<file path="src/rtl/ste_pkg.sv">
`default_nettype none

package ste_pkg;

   localparam int unsigned CsrIndexWidth = 2;

   localparam logic [CsrIndexWidth-1:0] CSR_CHAR_OFFSET   = 2'd0;
   localparam logic [CsrIndexWidth-1:0] CSR_XOR_KEY       = 2'd1;
   localparam logic [CsrIndexWidth-1:0] CSR_DEST_CAPACITY = 2'd2;

   localparam logic [7:0]  CHAR_OFFSET_RESET   = 8'h3c;
   localparam logic [7:0]  XOR_KEY_RESET       = 8'h00;
   localparam logic [15:0] DEST_CAPACITY_RESET = 16'hffff;

   localparam logic [1:0] PHASE_FIRST  = 2'd0;
   localparam logic [1:0] PHASE_SECOND = 2'd1;
   localparam logic [1:0] PHASE_THIRD  = 2'd2;

   typedef struct packed {
      logic [7:0] data_byte;
      logic       is_final;
   } req_payload_type;

   typedef struct packed {
      logic [7:0]  code_char;
      logic        char_present;
      logic        end_of_message;
      logic [15:0] total_length;
   } rsp_payload_type;

endpackage

`default_nettype wire

</file>
<file path="src/rtl/six_bit_text_encoder.sv">
// The first result of an item is offered in the cycle after the item is accepted.
// An item gives at most two results; a byte that closes a group of three gives two characters
// while the capacity allows. A two-entry result buffer holds the results; a new item is taken
// as the last entry drains, or while the buffer is empty.
// Reset is synchronous and active high: it empties the buffer, clears the packing state and
// restores char_offset 0x3c, xor_key 0 and dest_capacity 65535.
`default_nettype none

module six_bit_text_encoder (
   input  wire                        clock,
   input  wire                        reset,
   input  wire                        req_valid,
   output logic                       req_ready,
   input  wire ste_pkg::req_payload_type req_payload,
   output logic                       rsp_valid,
   input  wire                        rsp_ready,
   output ste_pkg::rsp_payload_type   rsp_payload,
   input  wire                        csr_valid,
   output logic                       csr_ready,
   input  wire [ste_pkg::CsrIndexWidth-1:0] csr_index,
   input  wire [15:0]                 csr_wdata
);

   logic [7:0]  char_offset_ff;
   logic [7:0]  xor_key_ff;
   logic [15:0] dest_capacity_ff;

   logic [5:0]  leftover_ff, leftover_in;
   logic [1:0]  phase_ff, phase_in;
   logic [15:0] emitted_ff, emitted_in;

   ste_pkg::rsp_payload_type slot0_ff, slot1_ff;
   ste_pkg::rsp_payload_type res0, res1;
   logic [1:0]  fill_ff;
   logic [1:0]  res_count;

   logic [7:0]  x;
   logic [5:0]  made, rest;
   logic [15:0] e1, e2;
   logic        can_emit;
   logic        push, pop;

   assign csr_ready = 1'b1;
   assign rsp_valid = (fill_ff != 2'd0);
   assign rsp_payload = slot0_ff;
   assign req_ready = (fill_ff == 2'd0) || ((fill_ff == 2'd1) && rsp_ready);
   assign push = req_valid && req_ready;
   assign pop  = rsp_valid && rsp_ready;

   assign x  = req_payload.data_byte ^ xor_key_ff;
   assign e1 = emitted_ff + 16'd1;
   assign e2 = emitted_ff + 16'd2;
   assign can_emit = (emitted_ff < dest_capacity_ff);

   always_comb begin
      case (phase_ff)
         ste_pkg::PHASE_FIRST: begin
            made = x[7:2];
            rest = {x[1:0], 4'b0000};
         end
         ste_pkg::PHASE_SECOND: begin
            made = leftover_ff | {2'b00, x[7:4]};
            rest = {x[3:0], 2'b00};
         end
         default: begin
            made = leftover_ff | {4'b0000, x[7:6]};
            rest = x[5:0];
         end
      endcase
   end

   always_comb begin
      res0 = '0;
      res1 = '0;
      res_count = 2'd0;
      leftover_in = leftover_ff;
      phase_in = phase_ff;
      emitted_in = emitted_ff;
      if (can_emit) begin
         res0.code_char = {2'b00, made} + char_offset_ff;
         res0.char_present = 1'b1;
         res0.total_length = e1;
         res_count = 2'd1;
         emitted_in = e1;
         if (phase_ff == ste_pkg::PHASE_THIRD) begin
            leftover_in = 6'd0;
            phase_in = ste_pkg::PHASE_FIRST;
         end else begin
            leftover_in = rest;
            phase_in = phase_ff + 2'd1;
         end
         if ((e1 < dest_capacity_ff) &&
             ((phase_ff == ste_pkg::PHASE_THIRD) || req_payload.is_final)) begin
            res1.code_char = {2'b00, rest} + char_offset_ff;
            res1.char_present = 1'b1;
            res1.total_length = e2;
            res_count = 2'd2;
            emitted_in = e2;
         end
      end
      if (req_payload.is_final) begin
         if (res_count == 2'd0) begin
            res0.total_length = emitted_ff;
            res_count = 2'd1;
         end
         if (res_count == 2'd2) begin
            res1.end_of_message = 1'b1;
         end else begin
            res0.end_of_message = 1'b1;
         end
         leftover_in = 6'd0;
         phase_in = ste_pkg::PHASE_FIRST;
         emitted_in = 16'd0;
      end
   end

   always_ff @(posedge clock) begin
      if (reset) begin
         char_offset_ff <= ste_pkg::CHAR_OFFSET_RESET;
         xor_key_ff <= ste_pkg::XOR_KEY_RESET;
         dest_capacity_ff <= ste_pkg::DEST_CAPACITY_RESET;
      end else if (csr_valid && csr_ready) begin
         unique case (csr_index)
            ste_pkg::CSR_CHAR_OFFSET:   char_offset_ff <= csr_wdata[7:0];
            ste_pkg::CSR_XOR_KEY:       xor_key_ff <= csr_wdata[7:0];
            ste_pkg::CSR_DEST_CAPACITY: dest_capacity_ff <= csr_wdata;
            default: ;
         endcase
      end
   end

   always_ff @(posedge clock) begin
      if (reset) begin
         leftover_ff <= 6'd0;
         phase_ff <= ste_pkg::PHASE_FIRST;
         emitted_ff <= 16'd0;
         fill_ff <= 2'd0;
      end else begin
         if (push) begin
            leftover_ff <= leftover_in;
            phase_ff <= phase_in;
            emitted_ff <= emitted_in;
            fill_ff <= res_count;
         end else if (pop) begin
            fill_ff <= fill_ff - 2'd1;
         end
      end
   end

   always_ff @(posedge clock) begin
      if (push) begin
         slot0_ff <= res0;
         slot1_ff <= res1;
      end else if (pop) begin
         slot0_ff <= slot1_ff;
      end
   end

endmodule

`default_nettype wire

</file>
<file path="config.mk">
export PLATFORM = sky130hd
export DESIGN_NAME = six_bit_text_encoder
export DESIGN_NICKNAME = d
export VERILOG_FILES = /design/src/rtl/ste_pkg.sv /design/src/rtl/six_bit_text_encoder.sv
export SDC_FILE = /design/constraint.sdc
export NUM_CORES = 1
export LEC_CHECK = 0
export BUFFER_PORTS_ARGS = -buffer_cell sky130_fd_sc_hd__clkbuf_2
export CORE_UTILIZATION = 65
export DETAILED_ROUTE_END_ITERATION = 10
export GPL_TIMING_DRIVEN = 0
export MAX_ROUTING_LAYER = met4
export PLACE_DENSITY = 0.95
export SYNTH_ARGS = -nofsm -noshare
export SYNTH_HDL_FRONTEND = slang
export SYNTH_SLANG_ARGS = --single-unit
</file>
<file path="constraint.sdc">
create_clock -name clock -period 8.2 [get_ports clock]
set_input_delay 1.23 -clock clock [delete_from_list [all_inputs] [get_ports clock]]
set_output_delay 1.23 -clock clock [all_outputs]
set_load 0.03 [all_outputs]
</file>
==> results.ini <==
[run_status]
status = finished clean

[timing]
drv_slew = 0
worst_pin_slew_ps = 834.5
skew_ps = 9.840
hold_viol = 0
post-route-period-util = 0.5638
fmax_mhz = 216.3
slew_headroom = 0.4437
setup_viol = 0
rsz0062_at_grt = no
layout_min_cycle_time_ps = 4623
final.setup.tns_ps = 0
setup_ws_ps = 3577
fin_hold_ws_ps = 458.5

[clock_tree]
clkSinkCount = 110
clkTransAtPathRegs_ps = 100
cts_setup_buffers = 0
htreeDepth = 3
ctsResizeCount = 0
insertion_delay_ps = 390
cts_root_buf = clkbuf_8
cts_buffer_depth = 2
cts_hold_buf = 0
cts_buffers = 9
cts_tree = done

[global_route]
grt_max_degree = 36
grt-ovfl-total = 0
grt_pass1_wl_um = 26640
grt_pass1_vias = 5304
grt_antenna_before_repair = 0
grt_usage = 0.3472

[job]
drv_cap = 0

[logic_synthesis]
synth_edf_count = 52
synth_area_leader_cell = edfxtp_1
postSynthAreaPerCell_um2 = 8.949
synth_area_leaders = edfxtp_1 24%, dfxtp_1 18%, ha_1 9.0%, nand2_1 5.3%, nor2_1 4.1%
yosys.area.top_type_share = 0.2377
synth.distinct_cells = 64
ys.flop_type = dfxtp_1
synth-async-reset-ratio = 0
synth-seq-cells = 110
synthTopCellsByCount = 92 x nand2_1, 72 x nor2_1, 58 x dfxtp_1
yosysMostFrequentCell = nand2_1
seq_area_frac_synth = 0.4145
synth_cells = 734
syn_nets = 815
syn_area_um2 = 6569
yosys_warnings = 0

[final_layout]
final_nets = 884
syn_to_final_growth_pct = 9.486
final_cell_area_um2 = 7192
layout-drive-gt1-share = 0.1287
fillers = 761
diodes = 0

[floorplan]
start_util = 0.6720
dieArea_um2 = 10510
fp.dieW_um = 102.5
rows = 36
fp.dieH_um = 102.5
coreArea_um2 = 9774
num_io_pins = 61

[routing]
first_pass_iters = 7
drt_iter0_markers = 560
routed_wl_um = 16200
via_per_inst = 5.947
drc_errors = 0
ant_nets = 0
wl_per_cell_um = 17.21
route.vias.total = 5596

[placed_design]
numPortBuffers = 58
place_area_um2 = 7027
pre_cts_slack_ps = 3837
hpwl_um = 12550
gp_congestion = 0.9404

[power_and_ir_drop]
seqPwrFrac = 0.511
p_sw_frac = 0.3420
combPwrFrac = 0.262
power.switching_uw = 450.5
peakVddDrop_uv = 102.3
power.density_nw_per_um2 = 183.1
intPower_uw = 866.6
clockPowerShare = 0.227
total_power_uw = 1317
leakagePower_uw = 0.003083

[setup_path]
worstPathMaxFanout = 10
r2r-start = emitted_ff[1]
critPathKind = flip-flop to flip-flop
startpoint_type = flip-flop
arrival_ps = 4830
cp.required_ps = 8410
crit_start = emitted_ff[1]
worst_setup_path_end_kind = flip-flop

[worst_hold_path]
hp-class = flip-flop to flip-flop
min_from = leftover_ff[0]

## placed cells by master (no fill, tap or decap), types with 7 or more instances in the layout
cell type | Yosys | final
a21o_1 | 9 | 9
clkbuf_2 | 0 | 59
nand4_1 | 9 | 9
ha_1 | 47 | 47
xnor2_1 | 29 | 29
mux2i_1 | 22 | 22
clkbuf_1 | 24 | 24
nand2_1 | 92 | 92
nor2_1 | 72 | 72
o21ai_0 | 45 | 45
a21oi_1 | 49 | 49
nor2b_1 | 7 | 7
and2_1 | 10 | 10
inv_1 | 41 | 41
nand3_1 | 17 | 17
xor2_1 | 14 | 14
a31oi_1 | 11 | 11
clkbuf_8 | 0 | 9
nor3_1 | 14 | 14
o211ai_1 | 19 | 19
buf_2 | 13 | 13
dfxtp_1 | 58 | 58
edfxtp_1 | 52 | 52
## layer usage
layer | GRT usage | share of wire
met3 | 0.05627 | 0.086
met1 | 0.4729 | 0.44
met2 | 0.5287 | 0.45
met5 | - | 0
met4 | 0.1132 | 0.021
## registers in the layout (all words and copies together), names as in the netlist
name,count
rsp_payload,26
slot1_ff,26
dest_capacity_ff,16
emitted_ff,16
char_offset_ff,8
xor_key_ff,8
leftover_ff,6
fill_ff,2
phase_ff,2
## cell families after synthesis
family                     Yosys count  synth area share
adders and majority gates           49           0.09562
buffers and inverters               85           0.05448
xor gates and xnor gates            43           0.05733
DFF                                110            0.4145
other                                1         0.0005709
muxes                               27           0.04209
AOI/OAI and AO/OA                  174            0.1655
and+or+nand+nor                    245            0.1699
## final cells by class
cell class	instances	area, um^2	share of cell area
Timing Repair Buffer	58	290.3	0.04036
Tap cell	133	166.4	0.02314
Multi-Input combinational cell	539	3488	0.4850
Clock inverter	6	37.54	0.005219
Buffer	43	201.4	0.02801
Sequential cell	110	2723	0.3786
Inverter	42	157.7	0.02192
Clock buffer	10	127.6	0.01775
## per-stage QoR
stage	instances	utilization
after floorplan	734	-
after global placement	925	0.7188
after detailed placement	925	0.7189
after CTS	941	0.7358
after global routing	941	0.7358
final	941	0.7358
## worst paths after layout
kind,slack (ps),cells after the start,to
worst max-delay path,3580,11,slot1_ff[20]
worst min-delay path,460,2,leftover_ff[0]
worst max register to register,3580,11,slot1_ff[20]
worst min register to register,460,2,leftover_ff[0]
## power by group through the flow
| stage | Clock, uW | Sequential [uW] | Combinational (uW) |
|---|---|---|---|
| final | 299 | 673 | 345 |
| after global routing | 319 | 681 | 382 |
| after CTS | 296 | 673 | 343 |
| after detailed placement | 0 | 686 | 341 |
| after global placement | 0 | 683 | 325 |
| after floorplan | 0 | 746 | 181 |
## critical path, cell delays in order (launching register included)
cell and delay (ps):
dfxtp_1 550, ha_1 400, nand4_1 370, or3_4 520
or2_1 270, xnor2_1 360, ha_1 320, and4_1 240
a2111oi_4 400, nand3_1 330, clkbuf_1 350, nor3_1 320
Power figures use the tool's default switching activity.
